==> config.mk <==
export PLATFORM = sky130hd
export DESIGN_NAME = dns_query_header_name_parser_top_flat
export DESIGN_NICKNAME = d
export VERILOG_FILES = /design/src/dnsqp_pkg.sv /design/src/dnsqp_channels.sv /design/src/dnsqp_parser.sv /design/src/dnsqp_result_fifo.sv /design/src/dns_query_header_name_parser_top.sv /design/src/flat_wrapper.sv
export VERILOG_INCLUDE_DIRS = /design/src /design/src/src
export SDC_FILE = /design/constraint.sdc
export NUM_CORES = 1
export LEC_CHECK = 0
export ABC_CLOCK_PERIOD_IN_PS = 6200
export BUFFER_PORTS_ARGS = -buffer_cell sky130_fd_sc_hd__buf_2
export CORE_MARGIN = 4
export CORE_UTILIZATION = 63
export CTS_BUF_LIST = sky130_fd_sc_hd__clkbuf_4 sky130_fd_sc_hd__clkbuf_8
export CTS_CLUSTER_DIAMETER = 150
export DETAILED_ROUTE_END_ITERATION = 8
export PLACE_DENSITY_LB_ADDON = 0.25
export SLEW_MARGIN = 40
export SYNTH_ARGS = -nofsm -noshare
export SYNTH_HDL_FRONTEND = slang
export SYNTH_SLANG_ARGS = --single-unit
==> constraint.sdc <==
create_clock -name i_clk -period 6.2 [get_ports i_clk]
set_input_delay 1.24 -clock i_clk [delete_from_list [all_inputs] [get_ports i_clk]]
set_output_delay 1.24 -clock i_clk [all_outputs]
set_load 0.02 [all_outputs]
==> src/assert_macros.svh <==
// assertion macros used by the rtl top level
`ifndef ASSERT_MACROS_SVH
`define ASSERT_MACROS_SVH

// same-cycle implication, checked out of reset
`define ASSERT_IMPLIES(label, clk, rst_n, ante, cons) \
    label: assert property (@(posedge clk) disable iff (!rst_n) (ante) |-> (cons)) \
        else $error("implication check failed");

// next-cycle implication, checked out of reset
`define ASSERT_NEXT(label, clk, rst_n, ante, cons) \
    label: assert property (@(posedge clk) disable iff (!rst_n) (ante) |=> (cons)) \
        else $error("next-cycle check failed");

`endif

==> src/dnsqp_pkg.sv <==
// types and constants of the dns query parser
package dnsqp_pkg;

    localparam int FifoDepthDefault = 4;

    typedef enum logic [2:0] {
        PH_HEADER = 3'd0,
        PH_LEN    = 3'd1,
        PH_LABEL  = 3'd2,
        PH_TAIL   = 3'd3,
        PH_DONE   = 3'd4,
        PH_DRAIN  = 3'd5
    } t_phase;

    typedef enum logic [1:0] {
        KIND_CHAR     = 2'd0,
        KIND_HEADER   = 2'd1,
        KIND_QUESTION = 2'd2,
        KIND_ERROR    = 2'd3
    } t_kind;

    localparam logic ERR_FORMAT   = 1'b0;
    localparam logic ERR_NOT_IMPL = 1'b1;

    // header byte positions
    localparam logic [3:0] HDR_ID_HI    = 4'd0;
    localparam logic [3:0] HDR_ID_LO    = 4'd1;
    localparam logic [3:0] HDR_FLAGS_HI = 4'd2;
    localparam logic [3:0] HDR_FLAGS_LO = 4'd3;
    localparam logic [3:0] HDR_QD_HI    = 4'd4;
    localparam logic [3:0] HDR_QD_LO    = 4'd5;
    localparam logic [3:0] HDR_LAST_IDX = 4'd11;

    localparam logic [1:0] TAIL_LAST_IDX = 2'd3;
    localparam logic [8:0] NAME_LIMIT    = 9'd255;
    localparam logic [7:0] DOT_CHAR      = 8'h2E;

    typedef struct packed {
        t_kind       kind;
        logic [7:0]  name_char;
        logic [15:0] query_id;
        logic        recursion_desired;
        logic [15:0] question_total;
        logic [15:0] query_type;
        logic [15:0] query_class;
        logic        error_code;
        logic        last_of_run;
    } t_result;

    // results produced by one accepted byte
    typedef struct packed {
        logic [1:0] count;
        t_result    first;
        t_result    second;
    } t_push;

endpackage

==> src/dnsqp_channels.sv <==
// valid/ready channel interfaces of the dns query parser
interface dnsqp_in_if;
    logic       valid;
    logic       ready;
    logic [7:0] data_byte;
    logic       last_byte;

    modport source (output valid, output data_byte, output last_byte, input ready);
    modport sink   (input valid, input data_byte, input last_byte, output ready);
endinterface

interface dnsqp_out_if;
    logic        valid;
    logic        ready;
    logic [1:0]  kind;
    logic [7:0]  name_char;
    logic [15:0] query_id;
    logic        recursion_desired;
    logic [15:0] question_total;
    logic [15:0] query_type;
    logic [15:0] query_class;
    logic        error_code;
    logic        last_of_run;

    modport source (
        output valid, output kind, output name_char, output query_id,
        output recursion_desired, output question_total, output query_type,
        output query_class, output error_code, output last_of_run, input ready
    );
    modport sink (
        input valid, input kind, input name_char, input query_id,
        input recursion_desired, input question_total, input query_type,
        input query_class, input error_code, input last_of_run, output ready
    );
endinterface

==> src/dnsqp_parser.sv <==
// per-byte parse state and result generation
module dnsqp_parser
    import dnsqp_pkg::*;
(
    input  logic       i_clk,
    input  logic       i_rst_n,
    input  logic       i_valid,
    input  logic [7:0] i_data_byte,
    input  logic       i_last_byte,
    output t_push      o_push
);

    t_phase      r_phase, n_phase;
    logic [3:0]  r_header_index, n_header_index;
    logic [15:0] r_message_id, n_message_id;
    logic        r_rd_flag, n_rd_flag;
    logic [15:0] r_questions_left, n_questions_left;
    logic [5:0]  r_label_left, n_label_left;
    logic [7:0]  r_name_length, n_name_length;
    logic        r_first_label, n_first_label;
    logic [1:0]  r_tail_index, n_tail_index;
    logic [23:0] r_type_class_shift, n_type_class_shift;

    t_phase      step_phase;
    logic        e0_valid;
    t_kind       e0_kind;
    logic [7:0]  e0_char;
    logic [15:0] e0_qtot;
    logic [15:0] e0_qt;
    logic [15:0] e0_qc;
    logic        e0_ec;
    logic [15:0] res_id;
    logic        res_rd;
    logic        late_fail;
    logic [8:0]  name_total;
    logic [31:0] tail_word;
    t_result     res_main;
    t_result     res_late;

    assign name_total = {1'b0, r_name_length} + 9'd1 + {3'b000, i_data_byte[5:0]};
    assign tail_word  = {r_type_class_shift, i_data_byte};

    // next state
    always_comb begin
        n_phase            = r_phase;
        n_header_index     = r_header_index;
        n_message_id       = r_message_id;
        n_rd_flag          = r_rd_flag;
        n_questions_left   = r_questions_left;
        n_label_left       = r_label_left;
        n_name_length      = r_name_length;
        n_first_label      = r_first_label;
        n_tail_index       = r_tail_index;
        n_type_class_shift = r_type_class_shift;

        if (i_valid) begin
            case (r_phase)
                PH_HEADER: begin
                    n_header_index = r_header_index + 4'd1;
                    case (r_header_index)
                        HDR_ID_HI: n_message_id = {i_data_byte, r_message_id[7:0]};
                        HDR_ID_LO: n_message_id = {r_message_id[15:8], i_data_byte};
                        HDR_FLAGS_HI: begin
                            n_rd_flag = i_data_byte[0];
                            // qr, opcode, aa or tc set
                            if (i_data_byte[7:1] != 7'd0) begin
                                n_phase = PH_DRAIN;
                            end
                        end
                        HDR_FLAGS_LO: begin
                            if (i_data_byte[7]) begin
                                n_phase = PH_DRAIN;
                            end
                        end
                        HDR_QD_HI: n_questions_left = {i_data_byte, r_questions_left[7:0]};
                        HDR_QD_LO: n_questions_left = {r_questions_left[15:8], i_data_byte};
                        default: begin
                            if (r_header_index inside {[HDR_LAST_IDX:4'd15]}) begin
                                n_phase       = (r_questions_left != 16'd0) ? PH_LEN : PH_DONE;
                                n_first_label = 1'b1;
                                n_name_length = '0;
                            end
                        end
                    endcase
                end
                PH_LEN: begin
                    if (i_data_byte == 8'd0) begin
                        // end of name, four tail bytes follow
                        n_phase            = PH_TAIL;
                        n_tail_index       = '0;
                        n_type_class_shift = '0;
                    end else if (i_data_byte[7:6] != 2'b00 || name_total >= NAME_LIMIT) begin
                        n_phase = PH_DRAIN;
                    end else begin
                        n_first_label = 1'b0;
                        n_name_length = name_total[7:0];
                        n_label_left  = i_data_byte[5:0];
                        n_phase       = PH_LABEL;
                    end
                end
                PH_LABEL: begin
                    n_label_left = r_label_left - 6'd1;
                    if (r_label_left == 6'd1) begin
                        n_phase = PH_LEN;
                    end
                end
                PH_TAIL: begin
                    n_type_class_shift = tail_word[23:0];
                    if (r_tail_index == TAIL_LAST_IDX) begin
                        n_questions_left = r_questions_left - 16'd1;
                        n_tail_index     = '0;
                        n_first_label    = 1'b1;
                        n_name_length    = '0;
                        n_phase = (r_questions_left != 16'd1) ? PH_LEN : PH_DONE;
                    end else begin
                        n_tail_index = r_tail_index + 2'd1;
                    end
                end
                default: ;
            endcase
        end

        // phase reached by this byte, before the packet restart
        step_phase = n_phase;

        // every packet starts from a clean state
        if (i_valid && i_last_byte) begin
            n_phase            = PH_HEADER;
            n_header_index     = '0;
            n_message_id       = '0;
            n_rd_flag          = 1'b0;
            n_questions_left   = '0;
            n_label_left       = '0;
            n_name_length      = '0;
            n_first_label      = 1'b1;
            n_tail_index       = '0;
            n_type_class_shift = '0;
        end
    end

    // results of the accepted byte
    always_comb begin
        e0_valid = 1'b0;
        e0_kind  = KIND_CHAR;
        e0_char  = '0;
        e0_qtot  = '0;
        e0_qt    = '0;
        e0_qc    = '0;
        e0_ec    = ERR_FORMAT;
        res_id   = r_message_id;
        res_rd   = r_rd_flag;

        if (i_valid) begin
            case (r_phase)
                PH_HEADER: begin
                    case (r_header_index)
                        HDR_ID_HI: res_id = {i_data_byte, r_message_id[7:0]};
                        HDR_ID_LO: res_id = {r_message_id[15:8], i_data_byte};
                        HDR_FLAGS_HI: begin
                            res_rd = i_data_byte[0];
                            if (i_data_byte[7:1] != 7'd0) begin
                                e0_valid = 1'b1;
                                e0_kind  = KIND_ERROR;
                                // qr wins over the opcode, the opcode over aa and tc
                                e0_ec    = (!i_data_byte[7] && i_data_byte[6:3] != 4'd0) ?
                                           ERR_NOT_IMPL : ERR_FORMAT;
                            end
                        end
                        HDR_FLAGS_LO: begin
                            if (i_data_byte[7]) begin
                                e0_valid = 1'b1;
                                e0_kind  = KIND_ERROR;
                                e0_ec    = ERR_FORMAT;
                            end
                        end
                        default: begin
                            if (r_header_index inside {[HDR_LAST_IDX:4'd15]}) begin
                                e0_valid = 1'b1;
                                e0_kind  = KIND_HEADER;
                                e0_qtot  = r_questions_left;
                            end
                        end
                    endcase
                end
                PH_LEN: begin
                    if (i_data_byte != 8'd0) begin
                        if (i_data_byte[7:6] != 2'b00 || name_total >= NAME_LIMIT) begin
                            e0_valid = 1'b1;
                            e0_kind  = KIND_ERROR;
                            e0_ec    = ERR_FORMAT;
                        end else if (!r_first_label) begin
                            e0_valid = 1'b1;
                            e0_kind  = KIND_CHAR;
                            e0_char  = DOT_CHAR;
                        end
                    end
                end
                PH_LABEL: begin
                    e0_valid = 1'b1;
                    e0_kind  = KIND_CHAR;
                    e0_char  = i_data_byte;
                end
                PH_TAIL: begin
                    if (r_tail_index == TAIL_LAST_IDX) begin
                        e0_valid = 1'b1;
                        e0_kind  = KIND_QUESTION;
                        e0_qt    = tail_word[31:16];
                        e0_qc    = tail_word[15:0];
                    end
                end
                default: ;
            endcase
        end

        // packet ends before the message is complete
        late_fail = i_valid && i_last_byte &&
                    (step_phase inside {PH_HEADER, PH_LEN, PH_LABEL, PH_TAIL});

        res_main.kind              = e0_kind;
        res_main.name_char         = e0_char;
        res_main.query_id          = res_id;
        res_main.recursion_desired = res_rd;
        res_main.question_total    = e0_qtot;
        res_main.query_type        = e0_qt;
        res_main.query_class       = e0_qc;
        res_main.error_code        = e0_ec;
        res_main.last_of_run       = !late_fail;

        res_late.kind              = KIND_ERROR;
        res_late.name_char         = '0;
        res_late.query_id          = res_id;
        res_late.recursion_desired = res_rd;
        res_late.question_total    = '0;
        res_late.query_type        = '0;
        res_late.query_class       = '0;
        res_late.error_code        = ERR_FORMAT;
        res_late.last_of_run       = 1'b1;

        if (e0_valid) begin
            o_push.count  = late_fail ? 2'd2 : 2'd1;
            o_push.first  = res_main;
            o_push.second = res_late;
        end else begin
            o_push.count  = late_fail ? 2'd1 : 2'd0;
            o_push.first  = res_late;
            o_push.second = res_late;
        end
    end

    always_ff @(posedge i_clk) begin
        if (!i_rst_n) begin
            r_phase            <= PH_HEADER;
            r_header_index     <= '0;
            r_message_id       <= '0;
            r_rd_flag          <= 1'b0;
            r_questions_left   <= '0;
            r_label_left       <= '0;
            r_name_length      <= '0;
            r_first_label      <= 1'b1;
            r_tail_index       <= '0;
            r_type_class_shift <= '0;
        end else begin
            r_phase            <= n_phase;
            r_header_index     <= n_header_index;
            r_message_id       <= n_message_id;
            r_rd_flag          <= n_rd_flag;
            r_questions_left   <= n_questions_left;
            r_label_left       <= n_label_left;
            r_name_length      <= n_name_length;
            r_first_label      <= n_first_label;
            r_tail_index       <= n_tail_index;
            r_type_class_shift <= n_type_class_shift;
        end
    end

endmodule

==> src/dnsqp_result_fifo.sv <==
// result queue taking up to two entries per cycle, one out per transaction
module dnsqp_result_fifo
    import dnsqp_pkg::*;
#(
    parameter int DEPTH = FifoDepthDefault
) (
    input  logic        i_clk,
    input  logic        i_rst_n,
    input  t_push       i_push,
    output logic        o_room,
    dnsqp_out_if.source o_out
);

    localparam int PtrW = (DEPTH > 1) ? $clog2(DEPTH) : 1;
    localparam int CntW = $clog2(DEPTH + 1);
    localparam logic [PtrW-1:0] PtrMax  = PtrW'(DEPTH - 1);
    localparam logic [CntW-1:0] RoomMax = CntW'(DEPTH - 2);

    t_result        r_mem [DEPTH];
    logic [PtrW-1:0] r_wr_ptr, n_wr_ptr;
    logic [PtrW-1:0] r_rd_ptr, n_rd_ptr;
    logic [CntW-1:0] r_level, n_level;
    logic [PtrW-1:0] wr_ptr_next;
    logic            pop;
    t_result         head;

    function automatic logic [PtrW-1:0] ptr_inc(input logic [PtrW-1:0] p);
        ptr_inc = (p == PtrMax) ? '0 : p + PtrW'(1);
    endfunction

    assign head        = r_mem[r_rd_ptr];
    assign pop         = o_out.valid && o_out.ready;
    assign wr_ptr_next = ptr_inc(r_wr_ptr);
    // room for the worst case of two results from one byte
    assign o_room      = (r_level <= RoomMax);

    always_comb begin
        n_rd_ptr = pop ? ptr_inc(r_rd_ptr) : r_rd_ptr;
        case (i_push.count)
            2'd1:    n_wr_ptr = wr_ptr_next;
            2'd2:    n_wr_ptr = ptr_inc(wr_ptr_next);
            default: n_wr_ptr = r_wr_ptr;
        endcase
        n_level = r_level + CntW'(i_push.count) - CntW'(pop);
    end

    always_ff @(posedge i_clk) begin
        if (i_push.count != 2'd0) begin
            r_mem[r_wr_ptr] <= i_push.first;
        end
        if (i_push.count == 2'd2) begin
            r_mem[wr_ptr_next] <= i_push.second;
        end
    end

    always_ff @(posedge i_clk) begin
        if (!i_rst_n) begin
            r_wr_ptr <= '0;
            r_rd_ptr <= '0;
            r_level  <= '0;
        end else begin
            r_wr_ptr <= n_wr_ptr;
            r_rd_ptr <= n_rd_ptr;
            r_level  <= n_level;
        end
    end

    assign o_out.valid             = (r_level != '0);
    assign o_out.kind              = head.kind;
    assign o_out.name_char         = head.name_char;
    assign o_out.query_id          = head.query_id;
    assign o_out.recursion_desired = head.recursion_desired;
    assign o_out.question_total    = head.question_total;
    assign o_out.query_type        = head.query_type;
    assign o_out.query_class       = head.query_class;
    assign o_out.error_code        = head.error_code;
    assign o_out.last_of_run       = head.last_of_run;

endmodule

==> src/dns_query_header_name_parser_top.sv <==
// top level of the dns query header and name parser
//
//  channel | dir | payload                                   | transaction
//  i_in    | in  | data_byte, last_byte                      | one message byte
//  o_out   | out | kind, name_char, query_id, rd, counts,    | one result
//          |     | query_type, query_class, error_code, last |
//
// one byte per clock while the queue has room: the parse state updates in the
// cycle a byte is taken and its results (zero, one, or two) land in the result
// queue at that edge, so a result is queued from the cycle after its byte
// input ready follows the queue alone: it is low only while fewer than two
// queue slots are free, so a stalled output holds back input after a few bytes
// reset is synchronous, active low; it returns the parse state to the header
// and empties the queue
// the final byte of each packet also returns the parse state to the header
module dns_query_header_name_parser_top
    import dnsqp_pkg::*;
#(
    parameter int FIFO_DEPTH = FifoDepthDefault
) (
    input  logic        i_clk,
    input  logic        i_rst_n,
    dnsqp_in_if.sink    i_in,
    dnsqp_out_if.source o_out
);

`include "assert_macros.svh"

    t_push push;
    logic  room;
    logic  in_accept;
    logic  pushed_any;
    logic  pushed_one;
    logic  pushed_two;
    logic  pair_ok;

    // byte transaction completes when the queue can absorb its results
    assign i_in.ready = room;
    assign in_accept  = i_in.valid && room;

    // header checks, label decoding, qtype/qclass capture
    dnsqp_parser u_parser (
        .i_clk       (i_clk),
        .i_rst_n     (i_rst_n),
        .i_valid     (in_accept),
        .i_data_byte (i_in.data_byte),
        .i_last_byte (i_in.last_byte),
        .o_push      (push)
    );

    // result queue decouples the output handshake from byte intake
    dnsqp_result_fifo #(
        .DEPTH (FIFO_DEPTH)
    ) u_fifo (
        .i_clk   (i_clk),
        .i_rst_n (i_rst_n),
        .i_push  (push),
        .o_room  (room),
        .o_out   (o_out)
    );

    assign pushed_any = (push.count != 2'd0);
    assign pushed_one = (push.count == 2'd1);
    assign pushed_two = (push.count == 2'd2);
    assign pair_ok    = (push.second.kind == KIND_ERROR) && push.second.last_of_run &&
                        !push.first.last_of_run;

    // results only come from an accepted byte
    `ASSERT_IMPLIES(a_push_only_on_accept, i_clk, i_rst_n, pushed_any, in_accept)
    // a second result is always the early-end format error closing the run
    `ASSERT_IMPLIES(a_pair_is_late_error, i_clk, i_rst_n, pushed_two, pair_ok)
    // a lone result always closes its run
    `ASSERT_IMPLIES(a_single_closes_run, i_clk, i_rst_n, pushed_one, push.first.last_of_run)
    // after any push the output holds a valid result on the next cycle
    `ASSERT_NEXT(a_output_after_push, i_clk, i_rst_n, pushed_any, o_out.valid)

endmodule

==> src/flat_wrapper.sv <==
// flat-port wrapper written by rule: the top's interface ports become plain ports
module dns_query_header_name_parser_top_flat import dnsqp_pkg::*;
#(
    parameter int FIFO_DEPTH = FifoDepthDefault
)
  (i_clk, i_rst_n, i_in_valid, i_in_data_byte, i_in_last_byte, i_in_ready, o_out_valid, o_out_kind, o_out_name_char, o_out_query_id, o_out_recursion_desired, o_out_question_total, o_out_query_type, o_out_query_class, o_out_error_code, o_out_last_of_run, o_out_ready);
  dnsqp_in_if i_in_i ();
  dnsqp_out_if o_out_i ();
  input  logic i_clk;
  input  logic i_rst_n;
  input wire logic [$bits(i_in_i.valid)-1:0] i_in_valid;
  input wire logic [$bits(i_in_i.data_byte)-1:0] i_in_data_byte;
  input wire logic [$bits(i_in_i.last_byte)-1:0] i_in_last_byte;
  output wire logic [$bits(i_in_i.ready)-1:0] i_in_ready;
  output wire logic [$bits(o_out_i.valid)-1:0] o_out_valid;
  output wire logic [$bits(o_out_i.kind)-1:0] o_out_kind;
  output wire logic [$bits(o_out_i.name_char)-1:0] o_out_name_char;
  output wire logic [$bits(o_out_i.query_id)-1:0] o_out_query_id;
  output wire logic [$bits(o_out_i.recursion_desired)-1:0] o_out_recursion_desired;
  output wire logic [$bits(o_out_i.question_total)-1:0] o_out_question_total;
  output wire logic [$bits(o_out_i.query_type)-1:0] o_out_query_type;
  output wire logic [$bits(o_out_i.query_class)-1:0] o_out_query_class;
  output wire logic [$bits(o_out_i.error_code)-1:0] o_out_error_code;
  output wire logic [$bits(o_out_i.last_of_run)-1:0] o_out_last_of_run;
  input wire logic [$bits(o_out_i.ready)-1:0] o_out_ready;
  assign i_in_i.valid = i_in_valid;
  assign i_in_i.data_byte = i_in_data_byte;
  assign i_in_i.last_byte = i_in_last_byte;
  assign i_in_ready = i_in_i.ready;
  assign o_out_valid = o_out_i.valid;
  assign o_out_kind = o_out_i.kind;
  assign o_out_name_char = o_out_i.name_char;
  assign o_out_query_id = o_out_i.query_id;
  assign o_out_recursion_desired = o_out_i.recursion_desired;
  assign o_out_question_total = o_out_i.question_total;
  assign o_out_query_type = o_out_i.query_type;
  assign o_out_query_class = o_out_i.query_class;
  assign o_out_error_code = o_out_i.error_code;
  assign o_out_last_of_run = o_out_i.last_of_run;
  assign o_out_i.ready = o_out_ready;
  dns_query_header_name_parser_top #(.FIFO_DEPTH(FIFO_DEPTH)) u_core (.i_clk(i_clk), .i_rst_n(i_rst_n), .i_in(i_in_i), .o_out(o_out_i));
endmodule
==> results of run 1 <==
==> sequential cells by signal (all words and copies together), names as in the netlist, named ones only <==
| signal | flops |
|---|---|
| u_core.u_fifo.r_level | 3 |
| u_core.u_fifo.r_mem | 308 |
| u_core.u_fifo.r_rd_ptr | 2 |
| u_core.u_fifo.r_wr_ptr | 2 |
| u_core.u_parser.r_first_label | 1 |
| u_core.u_parser.r_header_index | 4 |
| u_core.u_parser.r_label_left | 6 |
| u_core.u_parser.r_message_id | 16 |
| u_core.u_parser.r_name_length | 8 |
| u_core.u_parser.r_phase | 3 |
| u_core.u_parser.r_questions_left | 16 |
| u_core.u_parser.r_rd_flag | 1 |
| u_core.u_parser.r_tail_index | 2 |
| u_core.u_parser.r_type_class_shift | 24 |
==> synth_stat cells, drive strengths merged, types with 9 or more instances <==
library cell / count
ha: 31
a21oi: 82
nand2: 123
a32o: 9
nor3: 17
nand2b: 10
clkbuf: 103
edfxtp: 68
dfxtp: 330
nor2: 145
buf: 15
mux4: 77
nand3: 33
nor2b: 10
o21ai: 64
inv: 24
a22o: 195
or3: 11
a22oi: 22
==> worst reg2reg max path: stages, from the launching register on <==
cell      delay (ns)
dfxtp_1         0.32
inv_1           0.08
ha_1            0.14
inv_1           0.05
fa_1            0.41
a21o_1          0.21
a221oi_1        0.53
o21a_1          0.39
o31ai_4         0.17
a211oi_1        0.43
nand3_1         0.17
ha_1            0.32
nor2b_1         0.26
nand2_1         0.28
nor2_2          0.16
buf_4           0.41
a22o_1          0.22
==> stage by stage <==
stage / hold WS [ns] / utilization / cells
3_5_place_dp: 0.440 / 0.678 / 1828
3_3_place_gp: 0.432 / 0.677 / 1828
4_1_cts: 0.449 / 0.727 / 1932
6_report: 0.446 / 0.727 / 1932
2_1_floorplan: 0.420 / - / 1488
5_1_grt: 0.475 / 0.727 / 1932
==> final cells by class <==
cell class	instances	area [um2]
Inverter	24	90.1
Sequential cell	398	8660
Multi-Input combinational cell	948	7320
Timing Repair Buffer	128	733
Fill cell	1821	6950
Tap cell	330	413
Clock buffer	98	1190
Clock inverter	6	50.0
==> path summary, 6_finish.rpt <==
kind	to	cells after the start	startpoint
worst max-delay path	u_core.u_fifo.r_mem[3][11]$_SDFFE_PP0P_	17	i_in_data_byte[0]
worst min-delay path	u_core.u_fifo.r_mem[1][69]$_SDFFE_PP0P_	2	u_core.u_fifo.r_mem[1][69]$_SDFFE_PP0P_
worst max register to register	u_core.u_fifo.r_mem[3][11]$_SDFFE_PP0P_	16	u_core.u_parser.r_name_length[0]$_SDFFE_PP0P_
worst min register to register	u_core.u_fifo.r_mem[1][69]$_SDFFE_PP0P_	2	u_core.u_fifo.r_mem[1][69]$_SDFFE_PP0P_
==> power breakdown <==
part           switching, mW  total [mW]  internal (mW)
combinational          0.666        1.03          0.363
clock                  0.972        2.18           1.21
sequential             0.121        2.88           2.76
total                   1.76        6.09           4.33
==> logic make-up after synthesis <==
| kind of cell | after synthesis | synth area share |
|---|---|---|
| adders and majority gates | 33 | 0.0260 |
| DFF | 398 | 0.526 |
| xor gates and xnor gates | 12 | 0.00639 |
| buffers and inverters | 142 | 0.0331 |
| AOI/OAI and AO/OA | 431 | 0.193 |
| muxes | 78 | 0.106 |
| and+or+nand+nor | 394 | 0.109 |
==> per-layer routing <==
layer  wire (um)  part of all wire  vias up  track usage
li1            -                 -     5702            -
met1       17100              0.41     6281        0.389
met2       20300              0.49      558        0.479
met3        3100             0.075       92       0.0433
met4         999             0.024        2       0.0963
met5          13           0.00031        -            0
==> impl_metrics.ini, run 1 <==
[yosys]
synth.yosys.warnings = 0
netlist.top_cell.by_area = dfxtp_1
synth_fp_nets = 1534
ys_ff_latch = 398
synth-edff-count = 68
leading_cell_types_by_total_area_after_synthesis = dfxtp_1, edfxtp_1, mux4_2
synthesis.area_mm2 = 0.0164
post_synth.cell_area_avg_um2 = 11.0
synth.distinct_cells = 64
yosysSeqAreaShare = 0.526
netlist_instances = 1488
netlist.area_leader.share = 0.402
async_reset_ff_frac = 0
ys_dominant_reg_cell = dfxtp_1

[sta]
maxClockFrequency_mhz = 199
finalSetupViolCount = 0
final_period_minus_worst_setup_slack_ns = 5.02
finalClockSkew_ns = 0.0182
finalSetupTns_ns = 0
worst_slack_ns = 1.18
slew_headroom = 0.478
report.final.slew_viol_count = 0
layout_worst_path_cycle_share = 0.809
max_slew.worst_pin.slew_ns = 0.778
rsz0062_at_grt = no
timing_hold_violations_final = 0

[finish]
most-common-layout-cells = dfxtp_1, a22o_1, nor2_1
final_common_cell = dfxtp_1
fin_nets = 1606
antenna_cells_inserted = 0
syn2layout_area_growth_pct = 12.3
final_cell_area_mm2 = 0.0185
final_layout_size_suffix_gt1_frac = 0.210

[clock_tree]
cts_root_buffer = clkbuf_8
cts.htree.levels = 2
numClockSinks = 398
tritoncts_clock_tree = built
cts_inserted_buffers = 60
postCtsHoldBufs = 0
clock_latency_ns = 0.62
cts.path.max_buffers = 3
worst_setup_hold_path_clk_slew_ns = 0.06
cts-resized-gates = 0
cts_post_setup_buffers_inserted = 0

[route]
vias = 12600
drc = 0
drtAntennaViolNets = 0
wirelength_mm = 41.5
vias_per_cell = 6.54
first_iter_violations = 1231
drt-wirelength-per-cell_um = 21.5
drt-pass1-iter-count = 5

[global_route]
grt_antenna_before_repair = 1
largest_net_degree_at_the_start_of_global_routing = 59
gr-usage-all-layers = 0.287
globalRoute.totalOverflow = 0
grt_first_pass_wirelength_mm = 67.1
grt_pass1_vias = 12900

[placement]
finalWeightedCongestion = 0.923
dp_worst_setup_slack_ns = 0.592
placed_area_mm2 = 0.0172
place.detailed.hpwl_mm = 25.6
buffer_ports.inserted = 91

[worst_setup_path]
cp-end-kind = flip-flop
setup.worst_path.class = in2reg
start_kind = input port
critical-path-max-stage-delay_ns = 0.53
timing.critical_path.arrival_ns = 5.57
worst_path_dominant_cell_family = compound AO/OA/AOI/OAI gates
slowest_stage_cell_cp = a221oi_1
required_time_at_the_worst_slack_endpoint_ns = 6.75
setup.reg_to_reg.worst_slack_ns = 1.60
worstPathBufferInverterCount = 4
crit_path_cell_chain = buf_2, inv_1, ha_1, inv_1, fa_1, a21o_1, a221oi_1, o21a_1, o31ai_4, a211oi_1, nand3_1, ha_1, nor2b_1, nand2_1, nor2_2, buf_4, a22o_1
cp_max_fo = 32

[power_and_ir_drop]
leakage_nw = 6.89
vdd.ir_drop.worst_mv = 0.222
fin_total_pwr_mw = 6.09
cellPowerDensity_mw_per_mm2 = 330

[run]
cap_viol_max_count = 0

[floorplan]
die_y_um = 170
number_of_standard_cell_rows_in_the_floorplan = 58
fp.coreArea_mm2 = 0.0254
start_util = 0.647
die_area_mm2 = 0.0287
floorplan.io_pins = 92
die_width_um = 170

[outcome]
outcome = finished, final reports clean

[worst_hold_path]
hold_path.class = reg2reg
No activity file was read; power rests on OpenSTA's default activity.
==> run 2, diff against run 1 <==
ABC_CLOCK_PERIOD_IN_PS = 5000   (was 6200)
clock period = 5 ns   (was 6.2 ns; I/O delays follow)
==> run 2 against run 1 <==
  * Sequential cell count stayed put
  * Core utilization is 1.3 points higher
  * Clock power is 27% higher
  * Combinational power is 34% higher
  * Clock-buffer cell count is 3 lower
  * Clock skew is 0.0093 ns higher
  * Die area stayed put
  * Global-route usage is 0.67 points higher
  * Worst setup slack worse by 0.49 ns
  * Largest cell class unchanged
==> impl_metrics.ini, run 2 (same netlist as run 1, synthesis figures left out) <==
[clock_tree]
clock_latency_ns = 0.62
numClockSinks = 398
tritoncts_clock_tree = built
cts_post_setup_buffers_inserted = 0
postCtsHoldBufs = 0
cts.path.max_buffers = 3
cts_inserted_buffers = 60
cts.htree.levels = 2
worst_setup_hold_path_clk_slew_ns = 0.06
cts_root_buffer = clkbuf_8
cts-resized-gates = 0

[worst_setup_path]
worst_r2r_endpoint = u_core.u_fifo.r_mem[2][21]$_SDFFE_PP0P_
timing.critical_path.arrival_ns = 4.85
worstPathBufferInverterCount = 4
ff2ff_path_depth = 17
required_time_at_the_worst_slack_endpoint_ns = 5.55
cp_max_fo = 32
slowest_stage_cell_cp = fa_1
start_kind = input port
crit_path_cell_chain = buf_2, inv_1, ha_1, inv_1, fa_1, a21o_1, a221oi_2, xnor2_1, nand4_1, o31ai_4, nand2_1, a41o_1, ha_1, nor2b_1, nand2_1, nor2_2, buf_12, a22o_1
worst_path_dominant_cell_family = compound AO/OA/AOI/OAI gates
setup.worst_path.class = in2reg
cp-end-kind = flip-flop
setup.reg_to_reg.worst_slack_ns = 0.85
critical_path.reg2reg.startpoint = u_core.u_parser.r_name_length[0]$_SDFFE_PP0P_
critical-path-max-stage-delay_ns = 0.42

[finish]
top_register = u_core.u_fifo.r_mem
antenna_cells_inserted = 0
largest_registers = u_core.u_fifo.r_mem (308), u_core.u_parser.r_type_class_shift (24)
finalNonFillerCells = 1953
syn2layout_area_growth_pct = 14.3
fin_nets = 1622
largest_register_ffs = 308
final_layout_size_suffix_gt1_frac = 0.219
final_common_cell = dfxtp_1
layout.filler_cells = 1734
most-common-layout-cells = dfxtp_1, a22o_1, nor2_1

[sta]
finalSetupTns_ns = 0
finalSetupViolCount = 0
report.final.slew_viol_count = 0
max_slew.worst_pin.slew_ns = 0.727
rsz0062_at_grt = no
slew_headroom = 0.512
maxClockFrequency_mhz = 232
finalClockSkew_ns = 0.0274
timing_hold_violations_final = 0
final_period_minus_worst_setup_slack_ns = 4.30
layout_worst_path_cycle_share = 0.861

[global_route]
gr-usage-all-layers = 0.294
largest_net_degree_at_the_start_of_global_routing = 75
globalRoute.totalOverflow = 0
grt_pass1_vias = 12900
grt_antenna_before_repair = 2
grt_first_pass_wirelength_mm = 68.4

[route]
drt-wirelength-per-cell_um = 21.8
drc = 0
vias = 12900
drtAntennaViolNets = 0
wirelength_mm = 42.6
drt-pass1-iter-count = 5
first_iter_violations = 1613
vias_per_cell = 6.60

[floorplan]
start_util = 0.647
die_area_mm2 = 0.0287
number_of_standard_cell_rows_in_the_floorplan = 58
fp.coreArea_mm2 = 0.0254
die_y_um = 170
floorplan.io_pins = 92
die_width_um = 170

[worst_hold_path]
hold_end = u_core.u_fifo.r_mem[0][72]$_SDFFE_PP0P_
hold_path.class = reg2reg
min_path_cells = 2
worst_min_path_start = u_core.u_fifo.r_mem[0][72]$_SDFFE_PP0P_

[placement]
buffer_ports.inserted = 91
place.detailed.hpwl_mm = 26.0
number_of_cells_after_detailed_placement = 1844
finalWeightedCongestion = 0.872

[run]
cap_viol_max_count = 0

[power_and_ir_drop]
vdd.ir_drop.worst_mv = 0.300
leakage_nw = 7.03
cellPowerDensity_mw_per_mm2 = 409

[outcome]
outcome = finished, final reports clean
run 2: changes by cell type in the layout (fill, tap and decap cells not counted), sizes merged:
cell | previous run | this run
clkinvlp | 1 | 2
clkbuf | 98 | 95
buf | 128 | 144
inv | 26 | 24
clkinv | 3 | 12
run 2: final cells by class:
class | count | area, um2 | share of cell area
Timing Repair Buffer | 144 | 1030 | 0.0548
Clock inverter | 14 | 81.3 | 0.00433
Multi-Input combinational cell | 948 | 7320 | 0.390
Clock buffer | 95 | 1190 | 0.0633
Tap cell | 330 | 413 | 0.0220
Inverter | 24 | 97.6 | 0.00520
Sequential cell | 398 | 8660 | 0.461
run 2: worst max path at each step:
stage                                  from                                       to  depth (start not counted)
final                     i_in_data_byte[0]  u_core.u_fifo.r_mem[2][21]$_SDFFE_PP0P_                         18
after global routing      i_in_data_byte[0]  u_core.u_fifo.r_mem[2][21]$_SDFFE_PP0P_                         17
after CTS                 i_in_data_byte[0]  u_core.u_fifo.r_mem[2][21]$_SDFFE_PP0P_                         18
after detailed placement  i_in_data_byte[0]      u_core.u_fifo.r_level[2]$_SDFF_PN0_                         19
after global placement    i_in_data_byte[0]  u_core.u_fifo.r_mem[0][27]$_SDFFE_PP0P_                         18
after floorplan           i_in_data_byte[0]  u_core.u_fifo.r_mem[0][76]$_SDFFE_PP1P_                         20
run 2: metal layers:
layer,up-vias,wire length [um],track usage
met5,-,17,0
met4,2,1050,0.0935
met3,109,3500,0.0524
met2,609,20800,0.487
met1,6423,17200,0.398
li1,5743,-,-
run 2: stage by stage:
step / worst slack [ns] / hold slack [ns] / power, mW / utilization / instance area, um2
after floorplan: -0.0336 / 0.420 / 4.50 / - / 16500
after global placement: 0.238 / 0.429 / 4.93 / 0.688 / 17500
after detailed placement: 0.0849 / 0.442 / 4.98 / 0.689 / 17500
after CTS: 0.713 / 0.450 / 7.70 / 0.739 / 18800
after global routing: 0.397 / 0.476 / 7.99 / 0.739 / 18800
final: 0.696 / 0.453 / 7.68 / 0.739 / 18800
run 2: report_power, final:
part / leakage, nW / switching, mW / internal, mW / total (mW)
Combinational: 3.07 / 0.879 / 0.504 / 1.38
Clock: 0.686 / 1.25 / 1.51 / 2.76
Sequential: 3.28 / 0.115 / 3.42 / 3.53
Total: 7.03 / 2.24 / 5.43 / 7.68
run 2: worst register-to-register path, cell delays in order (launching register included):
cell,delay [ns]
dfxtp_1,0.33
inv_1,0.09
ha_1,0.14
inv_1,0.05
fa_1,0.42
a21o_1,0.22
a221oi_2,0.37
xnor2_1,0.16
nand4_1,0.17
o31ai_4,0.37
nand2_1,0.14
a41o_1,0.23
ha_1,0.27
nor2b_1,0.27
nand2_1,0.27
nor2_2,0.20
buf_12,0.22
a22o_1,0.18
==> run 3, diff against run 2 <==
CORE_UTILIZATION = 64   (was 63)
SYNTH_HIERARCHICAL = 1   (was not set)
==> run 3 against run 2 <==
  * Sequential power up 18%
  * Clock power rose by 6%
  * First-iteration DRC count is 18% lower
  * Sequential share of layout area is 1.4 points higher
  * Cell area increased by 24%
  * Worst hold slack gained 0.0043 ns
  * Routed wire length rose by 9.8%
  * Synthesized cell count up 2.9%
  * Highest routed layer unchanged
==> impl_metrics.ini, run 3 <==
[route]
drt-wirelength-per-cell_um = 21.9
wirelength_mm = 46.8
drtAntennaViolNets = 0
drt-pass1-iter-count = 7
vias = 13000
drc = 0
first_iter_violations = 1325
vias_per_cell = 6.12

[clock_tree]
tritoncts_clock_tree = built
cts_inserted_buffers = 66
cts.htree.levels = 3
cts.path.max_buffers = 3
numClockSinks = 398
worst_setup_hold_path_clk_slew_ns = 0.06
cts_post_setup_buffers_inserted = 0
clock_latency_ns = 0.59
postCtsHoldBufs = 0
cts_root_buffer = clkbuf_8
cts-resized-gates = 0

[sta]
report.final.slew_viol_count = 0
maxClockFrequency_mhz = 214
layout_worst_path_cycle_share = 0.934
max_slew.worst_pin.slew_ns = 0.790
rsz0062_at_grt = no
final_period_minus_worst_setup_slack_ns = 4.67
finalClockSkew_ns = 0.0378
hold_slack_ns = 0.457
finalSetupViolCount = 0
timing_hold_violations_final = 0
slew_headroom = 0.470

[yosys]
synthesis.area_mm2 = 0.0209
netlist.area_leader.share = 0.443
yosysSeqAreaShare = 0.529
netlist_instances = 1531
synth.yosys.warnings = 6
post-synth-top-count-cell = edfxtp_1
post_synth.cell_area_avg_um2 = 13.7
ys_dominant_reg_cell = edfxtp_1
ys_ff_latch = 398
async_reset_ff_frac = 0
leading_cell_types_by_total_area_after_synthesis = edfxtp_1, mux2_2, dfxtp_1
synth-edff-count = 308
ys_top_cells_by_count = edfxtp_1, mux2_2, buf_4, dfxtp_1, nand2_1
synth.distinct_cells = 72
netlist.top_cell.by_area = edfxtp_1

[placement]
number_of_cells_after_detailed_placement = 2010
buffer_ports.inserted = 91
finalWeightedCongestion = 0.867
place.detailed.hpwl_mm = 28.9

[global_route]
grt_antenna_before_repair = 1
globalRoute.totalOverflow = 0
grt_first_pass_wirelength_mm = 73.7
gr-usage-all-layers = 0.262
largest_net_degree_at_the_start_of_global_routing = 40
grt_pass1_vias = 13100

[finish]
layout.filler_cells = 2110
final_layout_size_suffix_gt1_frac = 0.365
fin_nets = 1689
finalNonFillerCells = 2131
final_common_cell = edfxtp_1
antenna_cells_inserted = 0
most-common-layout-cells = edfxtp_1, mux2_2, buf_2
syn2layout_area_growth_pct = 11.5
area.sequential_mm2 = 0.0111
top_register = u_core/u_fifo/r_mem
largest_register_ffs = 308
area_of_the_multi_input_gates_mm2 = 0.00888
largest_registers = u_core/u_fifo/r_mem (308), u_core/u_parser/r_type_class_shift (24)

[worst_setup_path]
slowest_stage_cell_cp = or4_4
worstPathBufferInverterCount = 5
setup.worst_path.class = in2reg
critical-path-max-stage-delay_ns = 0.53
crit_path_frequent_cell = ha_1
start_kind = input port
cp_max_fo = 28
worst_path_dominant_cell_family = adder cells
cp-end-kind = flip-flop
timing.critical_path.arrival_ns = 4.98
required_time_at_the_worst_slack_endpoint_ns = 5.30
crit_path_cell_chain = buf_2, inv_6, ha_4, fa_2, nor2b_1, o21ai_1, a21o_1, or4_4, a2111oi_4, buf_4, nor4_4, nor2_1, nor4_1, ha_1, inv_2, ha_1, nand2_4, buf_12, mux2_1

[floorplan]
fp.coreArea_mm2 = 0.0319
start_util = 0.656
die_area_mm2 = 0.0356
floorplan.io_pins = 92
die_width_um = 189
number_of_standard_cell_rows_in_the_floorplan = 65
die_y_um = 189

[outcome]
outcome = finished, final reports clean

[power_and_ir_drop]
leakage_nw = 8.68
vdd.ir_drop.worst_mv = 0.485
cellPowerDensity_mw_per_mm2 = 406

[worst_hold_path]
hold_path.class = reg2reg

[run]
cap_viol_max_count = 0
==> run 3: area by class of cell <==
class | instances | area share
Sequential cell | 398 | 0.475
Multi-Input combinational cell | 981 | 0.381
Timing Repair Buffer | 164 | 0.0565
Clock buffer | 98 | 0.0515
Tap cell | 435 | 0.0234
Clock inverter | 23 | 0.00730
Inverter | 32 | 0.00537
==> run 3: per-stage QoR <==
step	util	total power, mW	cell area, um2	setup slack [ns]	setup TNS [ns]
2_1_floorplan	-	5.95	21200	-0.517	-159.09
4_1_cts	0.731	9.54	23300	0.380	0
5_1_grt	0.731	9.89	23300	0.101	0
6_report	0.731	9.46	23300	0.330	0
3_5_place_dp	0.688	6.62	21900	-0.230	-97.93
3_3_place_gp	0.687	6.56	21900	-0.151	-54.22
==> run 3: worst paths after layout <==
path | to | depth (start not counted) | from | slack [ns]
max reg2reg | u_core/u_fifo/r_mem[3][51]$_DFFE_PP_ | 18 | u_core/u_parser/r_name_length[0]$_SDFFE_PP0P_ | 0.58
max | u_core/u_fifo/r_mem[3][51]$_DFFE_PP_ | 19 | i_in_data_byte[0] | 0.33
min | u_core/u_parser/r_type_class_shift[20]$_SDFFE_PP0P_ | 2 | u_core/u_parser/r_type_class_shift[20]$_SDFFE_PP0P_ | 0.46
min reg2reg | u_core/u_parser/r_type_class_shift[20]$_SDFFE_PP0P_ | 2 | u_core/u_parser/r_type_class_shift[20]$_SDFFE_PP0P_ | 0.46
==> run 3: power breakdown <==
group	internal (mW)	switching [mW]	total, mW
Clock	1.61	1.31	2.92
Combinational	1.00	1.38	2.39
Sequential	3.97	0.186	4.16
Total	6.59	2.88	9.46
==> run 3: kinds of logic (layout without fill, tap and decap cells) <==
logic type	Yosys count	after routing	share of synthesized area
XOR/XNOR	7	7	0.00293
adder cells (fa/ha/maj)	33	33	0.0205
AO/OA/AOI/OAI	189	189	0.0602
AND/OR/NAND/NOR	307	307	0.0766
multiplexers	385	385	0.249
buffers and inverters	210	317	0.0617
other	2	60	0.000359
flip-flops	398	398	0.529
==> run 3: worst reg2reg max path: stages, from the launching register on <==
cell       delay (ns)
dfxtp_1          0.31
inv_1            0.11
ha_4             0.14
fa_2             0.21
nor2b_1          0.06
o31a_1           0.25
o21a_1           0.21
o21bai_1         0.27
a2111oi_4        0.12
buf_4            0.18
nor4_4           0.23
nor2_1           0.08
nor4_1           0.38
ha_1             0.33
inv_2            0.09
ha_1             0.40
nand2_4          0.19
buf_12           0.23
mux2_1           0.34
==> run 3: metal layers <==
layer	share of wire	track usage
met1	0.44	0.379
met3	0.070	0.0426
met4	0.022	0.0765
met2	0.47	0.415
met5	0.00017	0
